--- src/hw/rtl/hsv2rgb_pkg.sv ---
package hsv2rgb_pkg;

	localparam int HUE_BITS  = 16;
	localparam int FRAC_BITS = 16;
	localparam int SAT_BITS  = 17;

	// 1.0 in the 1.16 saturation format
	localparam logic [SAT_BITS-1:0] SAT_ONE = 17'h1_0000;
	// 1.0 in the 1.32 product format used for q and t
	localparam logic [32:0] ONE_Q32 = 33'h1_0000_0000;

	// hue sector, each one sixth of a turn
	typedef enum logic [2:0] {
		SEC_RED = 3'd0,
		SEC_YEL = 3'd1,
		SEC_GRN = 3'd2,
		SEC_CYN = 3'd3,
		SEC_BLU = 3'd4,
		SEC_MAG = 3'd5
	} sector_t;

endpackage

--- src/hw/rtl/hsv_if.sv ---
interface hsv_if import hsv2rgb_pkg::*; #(
	parameter int CHANNEL_BITS = 8
);
	logic                    valid;
	logic                    ready;
	logic [HUE_BITS-1:0]     hue_frac;
	logic [SAT_BITS-1:0]     sat_level;
	logic [CHANNEL_BITS-1:0] val_level;

	modport source (output valid, output hue_frac, output sat_level, output val_level,
		input ready);
	modport sink (input valid, input hue_frac, input sat_level, input val_level,
		output ready);
endinterface

--- src/hw/rtl/rgb_if.sv ---
interface rgb_if #(
	parameter int CHANNEL_BITS = 8
);
	logic                    valid;
	logic                    ready;
	logic [CHANNEL_BITS-1:0] red_out;
	logic [CHANNEL_BITS-1:0] green_out;
	logic [CHANNEL_BITS-1:0] blue_out;

	modport source (output valid, output red_out, output green_out, output blue_out,
		input ready);
	modport sink (input valid, input red_out, input green_out, input blue_out,
		output ready);
endinterface

--- src/hw/rtl/hsv_to_rgb_converter.sv ---
// channel  dir  payload                               handshake
// hsv      in   hue_frac, sat_level, val_level        valid / ready
// rgb      out  red_out, green_out, blue_out          valid / ready
//
// four register stages; one word enters per cycle while hsv.ready is high,
// and its result leaves from the stage 4 output register
// arst_n clears the stage valid bits only; no state survives an item
// each stage advances when empty or when the stage after it moves, so a
// stall on rgb fills the bubbles first and only then drops hsv.ready
module hsv_to_rgb_converter import hsv2rgb_pkg::*; #(
	parameter int CHANNEL_BITS = 8
) (
	input  logic   clk,
	input  logic   arst_n,
	hsv_if.sink    hsv,
	rgb_if.source  rgb
);

	localparam int CB = CHANNEL_BITS;
	// width of V * (1 - S)
	localparam int PW = CB + SAT_BITS;
	// width of V * (1.32 complement)
	localparam int QW = CB + 33;

	// stage advance enables, back to front
	logic adv1, adv2, adv3, adv4;
	logic v1_s1, v2_s2, v3_s3, v4_s4;

	assign adv4      = !v4_s4 || rgb.ready;
	assign adv3      = !v3_s3 || adv4;
	assign adv2      = !v2_s2 || adv3;
	assign adv1      = !v1_s1 || adv2;
	assign hsv.ready = adv1;

	// ---------------- stage 1: clamp saturation, split hue ----------------
	logic [SAT_BITS-1:0]  sat_clamp;
	logic [HUE_BITS+2:0]  h6;

	sector_t              sec_s1;
	logic [FRAC_BITS-1:0] f_s1;
	logic [SAT_BITS-1:0]  sat_s1;
	logic [CB-1:0]        val_s1;

	// saturation above one is taken as one
	assign sat_clamp = (hsv.sat_level > SAT_ONE) ? SAT_ONE : hsv.sat_level;
	// hue * 6 as 4x + 2x; top three bits are the sector, low 16 the fraction
	assign h6 = ({3'd0, hsv.hue_frac} << 2) + ({3'd0, hsv.hue_frac} << 1);

	always_ff @(posedge clk or negedge arst_n) begin
		if (!arst_n) begin
			v1_s1 <= 1'b0;
		end else if (adv1) begin
			v1_s1 <= hsv.valid;
		end
	end

	always_ff @(posedge clk) begin
		if (adv1 && hsv.valid) begin
			sec_s1 <= sector_t'(h6[HUE_BITS+2:HUE_BITS]);
			f_s1   <= h6[FRAC_BITS-1:0];
			sat_s1 <= sat_clamp;
			val_s1 <= hsv.val_level;
		end
	end

	// ---------------- stage 2: S*f, S*(1-f) and p ----------------
	// zero saturation needs no special path: p, q and t all equal V then
	logic [SAT_BITS-1:0] one_m_f;
	logic [SAT_BITS-1:0] one_m_s;
	logic [32:0]         sf;
	logic [33:0]         sg;
	logic [33:0]         ct_full;
	logic [PW-1:0]       p_prod;

	sector_t             sec_s2;
	logic [CB-1:0]       val_s2;
	logic [CB-1:0]       p_s2;
	logic [32:0]         cq_s2;
	logic [32:0]         ct_s2;

	assign one_m_f = SAT_ONE - {1'b0, f_s1};
	assign one_m_s = SAT_ONE - sat_s1;
	assign sf      = {16'd0, sat_s1} * {17'd0, f_s1};
	assign sg      = {17'd0, sat_s1} * {17'd0, one_m_f};
	// sg never exceeds 2^32, so the complement fits in 33 bits
	assign ct_full = {1'b0, ONE_Q32} - sg;
	assign p_prod  = PW'(val_s1) * PW'(one_m_s);

	always_ff @(posedge clk or negedge arst_n) begin
		if (!arst_n) begin
			v2_s2 <= 1'b0;
		end else if (adv2) begin
			v2_s2 <= v1_s1;
		end
	end

	always_ff @(posedge clk) begin
		if (adv2 && v1_s1) begin
			sec_s2 <= sec_s1;
			val_s2 <= val_s1;
			p_s2   <= p_prod[CB+15:16];
			cq_s2  <= ONE_Q32 - sf;
			ct_s2  <= ct_full[32:0];
		end
	end

	// ---------------- stage 3: q and t ----------------
	logic [QW-1:0] q_prod;
	logic [QW-1:0] t_prod;

	sector_t       sec_s3;
	logic [CB-1:0] val_s3;
	logic [CB-1:0] p_s3;
	logic [CB-1:0] q_s3;
	logic [CB-1:0] t_s3;

	assign q_prod = QW'(val_s2) * QW'(cq_s2);
	assign t_prod = QW'(val_s2) * QW'(ct_s2);

	always_ff @(posedge clk or negedge arst_n) begin
		if (!arst_n) begin
			v3_s3 <= 1'b0;
		end else if (adv3) begin
			v3_s3 <= v2_s2;
		end
	end

	always_ff @(posedge clk) begin
		if (adv3 && v2_s2) begin
			sec_s3 <= sec_s2;
			val_s3 <= val_s2;
			p_s3   <= p_s2;
			q_s3   <= q_prod[CB+31:32];
			t_s3   <= t_prod[CB+31:32];
		end
	end

	// ---------------- stage 4: sector routing into the output register ----------------
	logic [CB-1:0] r_sel, g_sel, b_sel;
	logic [CB-1:0] r_s4, g_s4, b_s4;

	always_comb begin
		unique case (sec_s3)
			SEC_RED: begin r_sel = val_s3; g_sel = t_s3;   b_sel = p_s3;   end
			SEC_YEL: begin r_sel = q_s3;   g_sel = val_s3; b_sel = p_s3;   end
			SEC_GRN: begin r_sel = p_s3;   g_sel = val_s3; b_sel = t_s3;   end
			SEC_CYN: begin r_sel = p_s3;   g_sel = q_s3;   b_sel = val_s3; end
			SEC_BLU: begin r_sel = t_s3;   g_sel = p_s3;   b_sel = val_s3; end
			default: begin r_sel = val_s3; g_sel = p_s3;   b_sel = q_s3;   end
		endcase
	end

	always_ff @(posedge clk or negedge arst_n) begin
		if (!arst_n) begin
			v4_s4 <= 1'b0;
		end else if (adv4) begin
			v4_s4 <= v3_s3;
		end
	end

	always_ff @(posedge clk) begin
		if (adv4 && v3_s3) begin
			r_s4 <= r_sel;
			g_s4 <= g_sel;
			b_s4 <= b_sel;
		end
	end

	assign rgb.valid     = v4_s4;
	assign rgb.red_out   = r_s4;
	assign rgb.green_out = g_s4;
	assign rgb.blue_out  = b_s4;

	// ---------------- checks ----------------
	// input back-pressure only when every stage is full and the sink stalls
	a_ready_full: assert property (@(posedge clk) disable iff (!arst_n)
		!hsv.ready |-> (v1_s1 && v2_s2 && v3_s3 && v4_s4 && !rgb.ready))
		else $error("input stalled with a bubble in the pipeline");

	// a new output word comes only from a valid stage 3
	a_out_src: assert property (@(posedge clk) disable iff (!arst_n)
		$rose(v4_s4) |-> $past(v3_s3))
		else $error("output word appeared without a source");

	// p, q and t scale V down, never up
	a_scale: assert property (@(posedge clk) disable iff (!arst_n)
		v3_s3 |-> (p_s3 <= val_s3 && q_s3 <= val_s3 && t_s3 <= val_s3))
		else $error("channel term exceeds value");

endmodule
--- src/flat_wrapper.sv ---
// flat-port wrapper written by rule: the top's interface ports become plain ports
module hsv_to_rgb_converter_flat import hsv2rgb_pkg::*;
#(
	parameter int CHANNEL_BITS = 8
)
  (clk, arst_n, hsv_valid, hsv_hue_frac, hsv_sat_level, hsv_val_level, hsv_ready, rgb_valid, rgb_red_out, rgb_green_out, rgb_blue_out, rgb_ready);
  hsv_if #(.CHANNEL_BITS(CHANNEL_BITS)) hsv_i ();
  rgb_if #(.CHANNEL_BITS(CHANNEL_BITS)) rgb_i ();
  input  logic clk;
  input  logic arst_n;
  input wire logic [$bits(hsv_i.valid)-1:0] hsv_valid;
  input wire logic [$bits(hsv_i.hue_frac)-1:0] hsv_hue_frac;
  input wire logic [$bits(hsv_i.sat_level)-1:0] hsv_sat_level;
  input wire logic [$bits(hsv_i.val_level)-1:0] hsv_val_level;
  output wire logic [$bits(hsv_i.ready)-1:0] hsv_ready;
  output wire logic [$bits(rgb_i.valid)-1:0] rgb_valid;
  output wire logic [$bits(rgb_i.red_out)-1:0] rgb_red_out;
  output wire logic [$bits(rgb_i.green_out)-1:0] rgb_green_out;
  output wire logic [$bits(rgb_i.blue_out)-1:0] rgb_blue_out;
  input wire logic [$bits(rgb_i.ready)-1:0] rgb_ready;
  assign hsv_i.valid = hsv_valid;
  assign hsv_i.hue_frac = hsv_hue_frac;
  assign hsv_i.sat_level = hsv_sat_level;
  assign hsv_i.val_level = hsv_val_level;
  assign hsv_ready = hsv_i.ready;
  assign rgb_valid = rgb_i.valid;
  assign rgb_red_out = rgb_i.red_out;
  assign rgb_green_out = rgb_i.green_out;
  assign rgb_blue_out = rgb_i.blue_out;
  assign rgb_i.ready = rgb_ready;
  hsv_to_rgb_converter #(.CHANNEL_BITS(CHANNEL_BITS)) u_core (.clk(clk), .arst_n(arst_n), .hsv(hsv_i), .rgb(rgb_i));
endmodule
--- config.mk ---
export PLATFORM = sky130hd
export DESIGN_NAME = hsv_to_rgb_converter_flat
export DESIGN_NICKNAME = d
export VERILOG_FILES = /design/src/hw/rtl/hsv2rgb_pkg.sv /design/src/hw/rtl/hsv_if.sv /design/src/hw/rtl/rgb_if.sv /design/src/hw/rtl/hsv_to_rgb_converter.sv /design/src/flat_wrapper.sv
export SDC_FILE = /design/constraint.sdc
export NUM_CORES = 2
export LEC_CHECK = 0
export BUFFER_PORTS_ARGS = -buffer_cell sky130_fd_sc_hd__buf_2
export CAP_MARGIN = 20
export CORE_UTILIZATION = 33
export CTS_CLUSTER_DIAMETER = 80
export DETAILED_ROUTE_END_ITERATION = 12
export SKIP_LAST_GASP = 1
export SLEW_MARGIN = 20
export SYNTH_ARGS = -nofsm -noshare
export SYNTH_HDL_FRONTEND = slang
export SYNTH_SLANG_ARGS = --single-unit
--- constraint.sdc ---
create_clock -name clk -period 9.2 [get_ports clk]
set_input_delay 0.46 -clock clk [delete_from_list [all_inputs] [get_ports clk]]
set_output_delay 0.46 -clock clk [all_outputs]
set_load 0.03 [all_outputs]
Yosys cells after proc, flatten, opt, wreduce, memory -nomap -nowiden
Cells that the tools add are included.
{"block": "totals", "out_inout_bits": 26, "register_bits": 192, "word_cells": 56, "inputBits": 45}
{"block": "op_classes", "n_mul": 5, "n_addsub": 5, "muxes": 3, "n_eq_ne": 4, "magnitude_cmp": 1, "n_reduce_logical": 17}
{"cell": "$mul A8 B33 Y40", "n": 2}
{"cell": "$pmux W8 S3", "n": 3}
{"cell": "$sub A33 B33 Y33 const A", "n": 2}
{"cell": "$mul A17 B16 Y33", "n": 1}
{"cell": "$mul A17 B17 Y33", "n": 1}
{"cell": "$mul A8 B17 Y24", "n": 1}
{"cell": "$add A18 B17 Y19", "n": 1}
{"cell": "$gt A17 B17 Y1 const B", "n": 1}
{"cell": "$sub A17 B16 Y17 const A", "n": 1}
{"cell": "$sub A17 B17 Y17 const A", "n": 1}
{"cell": "$reduce_or A2 Y1", "n": 4}
{"cell": "$eq A3 B2 Y1 const B", "n": 2}
{"cell": "$logic_and A1 B1 Y1", "n": 4}
{"cell": "$logic_not A1 Y1", "n": 4}
{"cell": "$logic_or A1 B1 Y1", "n": 4}
{"cell": "$eq A3 B1 Y1 const B", "n": 1}
{"cell": "$eq A3 B3 Y1 const B", "n": 1}
{"cell": "$logic_not A3 Y1", "n": 1}

Depth between registers and ports, before layout
{"block": "logic_depth", "word_depth": 6, "ltp_mapped": 31, "depth_no_buf": 29}

Worst setup path before layout
OpenSTA, ideal clock, no wires.
{"block": "synth_path", "path_kind": "reg2reg", "startpoint": "reg u_core.f_s1[1]", "endpoint": "reg u_core.ct_s2[31], data pin", "n_path_buf": 2, "stages_incl_launch_ff": 29, "setup_ns": 0.259, "t_arrival_ns": 7.458, "period_less_slack_ns": 7.717, "path_slack_ns": 1.483, "t_required_ns": 8.941, "cell_sequence": "edfxtp_1 > buf_2 > inv_1 > ha_1 > nand2_1 > or3_1 > or3_1 > nor3_1 > xnor2_1 > clkbuf_1 > nand2_1 > fa_1 > fa_1 > fa_1 > fa_1 > fa_1 > inv_1 > fa_1 > inv_1 > ha_1 > a21o_1 > a21o_1 > a21o_1 > a221oi_2 > o211ai_1 > a2111oi_2 > nor2_1 > a41oi_1 > xnor2_1"}
{"block": "synth_between", "elab_chain_cells": 3}
{"item": "start: declaration", "line_no": "hsv_to_rgb_converter.sv:40", "rtl": "logic [FRAC_BITS-1:0] f_s1;"}
{"item": "start signal: assignment", "line_no": "hsv_to_rgb_converter.sv:60", "rtl": "f_s1 <= h6[FRAC_BITS-1:0];"}
{"item": "$sub A17 B16 Y17", "line_no": "hsv_to_rgb_converter.sv:81", "rtl": "assign one_m_f = SAT_ONE - {1'b0, f_s1};"}
{"item": "$mul A17 B17 Y33", "line_no": "hsv_to_rgb_converter.sv:84", "rtl": "assign sg = {17'd0, sat_s1} * {17'd0, one_m_f};"}
{"item": "$sub A33 B33 Y33", "line_no": "hsv_to_rgb_converter.sv:86", "rtl": "assign ct_full = {1'b0, ONE_Q32} - sg;"}
{"item": "named net u_core.ct_full[31]", "line_no": "hsv_to_rgb_converter.sv:72", "rtl": "logic [33:0] ct_full;"}
{"item": "end signal: assignment", "line_no": "hsv_to_rgb_converter.sv:103", "rtl": "ct_s2 <= ct_full[32:0];"}
{"item": "end: declaration", "line_no": "hsv_to_rgb_converter.sv:79", "rtl": "logic [32:0] ct_s2;"}
The timed path passes the listed nets, and every way through them passes these cells.
A chain may end at the register's enable or synchronous reset.

Worst setup path after layout
{"block": "layout_path", "startpoint": "reg u_core.f_s1[5]", "endpoint": "reg u_core.ct_s2[31], data pin"}
The elaborated chain is that of the path after synthesis.

==> summary.txt <==
Timing
  – Final Critical Period: 8260 ps
  – Fin crit share: 89.8%
  – Fin. Hold Viols: 0
  – Final total negative setup slack: 0 ps
  – Setup violators final: 0
  – Clock Skew: 23.6 ps
  – Slew @ Worst Pin: 1190 ps
  – RSZ-0062 raised after global routing: no
  – Slew Limit Fails: 0
  – Achievable frequency: 121 MHz
  – Relative slew slack: 20.5%

Worst setup path
  – Worst endpoint required time: 9460 ps
  – WP data arrival: 8530 ps
  – Crit path launch type: flip-flop
  – CP max stage cell: edfxtp_1
  – Worst-path maximum fanout: 21
  – Worst path max stage delay: 680 ps
  – Critical Path Sink Type: flip-flop
  – CP most frequent cell: fa_1
  – CP cell instances: or3_1 -> nor4_2 -> and2_1 -> nand2_1 -> fa_1 -> fa_1 -> fa_1 -> fa_1 -> fa_1 -> inv_1 -> fa_1 -> inv_1 -> ha_1 -> a21o_1 -> a21o_1 -> a21o_1 -> a221oi_2 -> o211ai_1 -> a2111oi_2 -> nor2_1 -> a41oi_1 -> xnor2_1
  – Crit path kind: flip-flop to flip-flop

CTS
  – Clock buffer count from CTS: 17
  – CTS Root Cell: clkbuf_16
  – Clock sink total: 188
  – Post-CTS Setup Inserts: 0
  – Reg clk slew, reported paths: 90 ps
  – Clk Latency, worst-skew pair: 520 ps
  – CTS tree: done
  – H-tree Lvls: 4
  – Clock buffer depth: 2

Synthesis
  – Synth cell types: 76
  – Primary FF master, synth: edfxtp_1
  – Xor/xnor share of the synthesized area: 2.59%
  – Mux cell area share after synthesis: 0.983%
  – #FFs+latches synth: 188
  – Largest family of logic cells by synthesized area: adder cells
  – Compound-Gate Fraction of Synth Area: 5.48%
  – Post-synth EDFFs: 184
  – YS warnings: 0
  – Post-synthesis cell area: 43500 µm²
  – Synth Area in Adders: 51.3%
  – Sequential fraction of the synthesis area: 12.9%
  – FFs w/ async S/R, synth: 2.13%
  – Syn Area/Cell: 9.55 µm²
  – Simple-gate share of the synthesized area: 17.3%
  – Mapped Cells: 4562
  – Syn_nets: 5861

Drt
  – Drt pass-1 iters: 5
  – DR vias: 30300
  – Initial DRC count: 1875
  – Post-Route WL: 107000 µm
  – DR WL/cell: 17.1 µm
  – DR vias/cell: 4.82
  – Antenna Nets Post-Route: 0
  – DRC viols: 0

Final layout
  – Commonest non-fill, non-tap cell in the layout: inv_1
  – # fillers: 13300
  – Final #Nets: 5827
  – Fraction of layout cells with a size suffix above 1: 4.71%
  – Area occupied by multi-input gates: 33800 µm²
  – Commonest non-fill, non-tap cells in the layout: inv_1 (903), fa_1 (887), nand2_1 (651), and2_1 (553), ha_1 (367)
  – Register area: 5630 µm²
  – Area delta synth->final: 6.88%

Placement
  – Hpwl dp: 86500 µm
  – Placer Congestion: 0.855
  – Input/output buffers: 70

Global routing
  – Total GRT Usage: 16.6%
  – Wire length of the first global-routing pass: 174000 µm
  – Largest net degree at the start of global routing: 78
  – Grt total ovfl: 0
  – Initial antenna violation count: 7
  – Vias in the first global route: 32200

Die
  – Die Span X: 365 µm
  – Die area: 133000 µm²
  – Core area: 130000 µm²
  – Die H: 365 µm
  – Starting Density: 33.5%
  – # rows: 132
  – I/O pin count: 71

Job
  – Max-Cap Viols: 0

Run status
  – Status: completed

Worst hold path
  – Hold Path Class: input pin to flip-flop
flip-flops by register name (all words and copies together), names as in the netlist, 8 cells and up:
register	cells
u_core.rgb.green_out	8
u_core.p_s3	8
u_core.f_s1	15
u_core.ct_s2	32
u_core.cq_s2	31
u_core.val_s2	8
u_core.val_s1	8
u_core.val_s3	8
u_core.rgb.red_out	8
u_core.rgb.blue_out	8
u_core.t_s3	8
u_core.sat_s1	17
u_core.q_s3	8
u_core.p_s2	8
per-layer routing:
metal	up-vias	routed length [µm]	global-route usage, %
li1	13900	-	-
met1	15600	49400	22.8
met2	691	50800	27.4
met3	117	5060	2.57
met4	0	2220	4.09
met5	-	0	0.327
critical path: cells and delay by family, from the launching register on:
family / cells / cell delay (ps)
buffers and inverters: 2 / 90
adder cells (fa/ha/maj): 7 / 3230
AO/OA/AOI/OAI: 7 / 1750
flip-flops: 1 / 680
XOR/XNOR: 1 / 110
AND/OR/NAND/NOR: 5 / 2140
Yosys cell counts (5+ instances only):
master    count  area, µm²
a41oi_1       5       43.8
buf_1         8       30.0
nand4_1       9       56.3
a31oi_1       6       37.5
nor2_1       94        353
a221oi_1      5       43.8
o211ai_1     11       82.6
xnor2_1      91        797
a21o_1       68        510
mux2_2       22        248
nand2b_1     15       93.8
clkbuf_1    173        649
ha_1        367       4590
edfxtp_1    184       5530
xor2_1       33        289
a21oi_1     110        551
o21a_1       17        128
o22ai_1      15       93.8
a31o_2        5       43.8
and4_1        6       52.6
or3_1        11       68.8
nor3_1       28        140
nand3_1      31        155
a21boi_0      6       45.0
and3_1       31        194
a211oi_1     28        210
nand2_1     651       2440
o21ai_0      45        225
nor2b_1      40        250
o21bai_1      9       67.6
fa_1        887      17800
mux2i_1      18        180
nor4_1        9       56.3
inv_1       903       3390
and2_1      556       3480
cell families after synthesis:
kind of cell,after synthesis
simple gates,1503
fa+ha+maj,1254
buf+inv,1088
compound gates,363
flops,188
xor+xnor,126
mux,40
path summary, 6_finish.rpt:
kind | start | to | slack, ps | depth (start not counted)
hold reg to reg | u_core.p_s2[5] | u_core.p_s3[5] | 430 | 0
hold / removal | hsv_val_level[4] | u_core.val_s1[4] | 120 | 1
setup / recovery | u_core.f_s1[5] | u_core.ct_s2[31] | 940 | 22
min in group asynchronous | arst_n | u_core.rgb.valid | 290 | 2
max in group asynchronous | arst_n | u_core.v2_s2 | 8790 | 2
setup reg to reg | u_core.f_s1[5] | u_core.ct_s2[31] | 940 | 22
timing repair:
item / CTS / global route
resized for setup: 0 / 0
hold buffers: 1 / 0
endpoints found under the setup margin: 0 / 0
endpoints found under the hold margin: 4 / 0
per-stage QoR:
step	instance area, µm²	hold slack [ps]	setup slack [ps]	std cells	util, %
after floorplan	43500	164	1480	4562	-
after global placement	45800	274	1090	6249	35.2
after detailed placement	45800	273	944	6249	35.2
after CTS	46500	87.6	937	6282	35.7
after global routing	46500	102	407	6290	35.8
final	46500	120	936	6294	35.8
area by class of cell:
type | count | area share, %
multi-input combinational | 3286 | 72.7
antenna | 11 | 0.0591
clock buffer | 17 | 0.914
inverter | 904 | 7.29
timing repair buffer | 131 | 1.78
tap | 1742 | 4.68
clock inverter | 15 | 0.481
sequential | 188 | 12.1
Power is left out: the tool's default activity adds up to more than one toggle a clock period on the data nets, which glitch-free logic cannot reach.
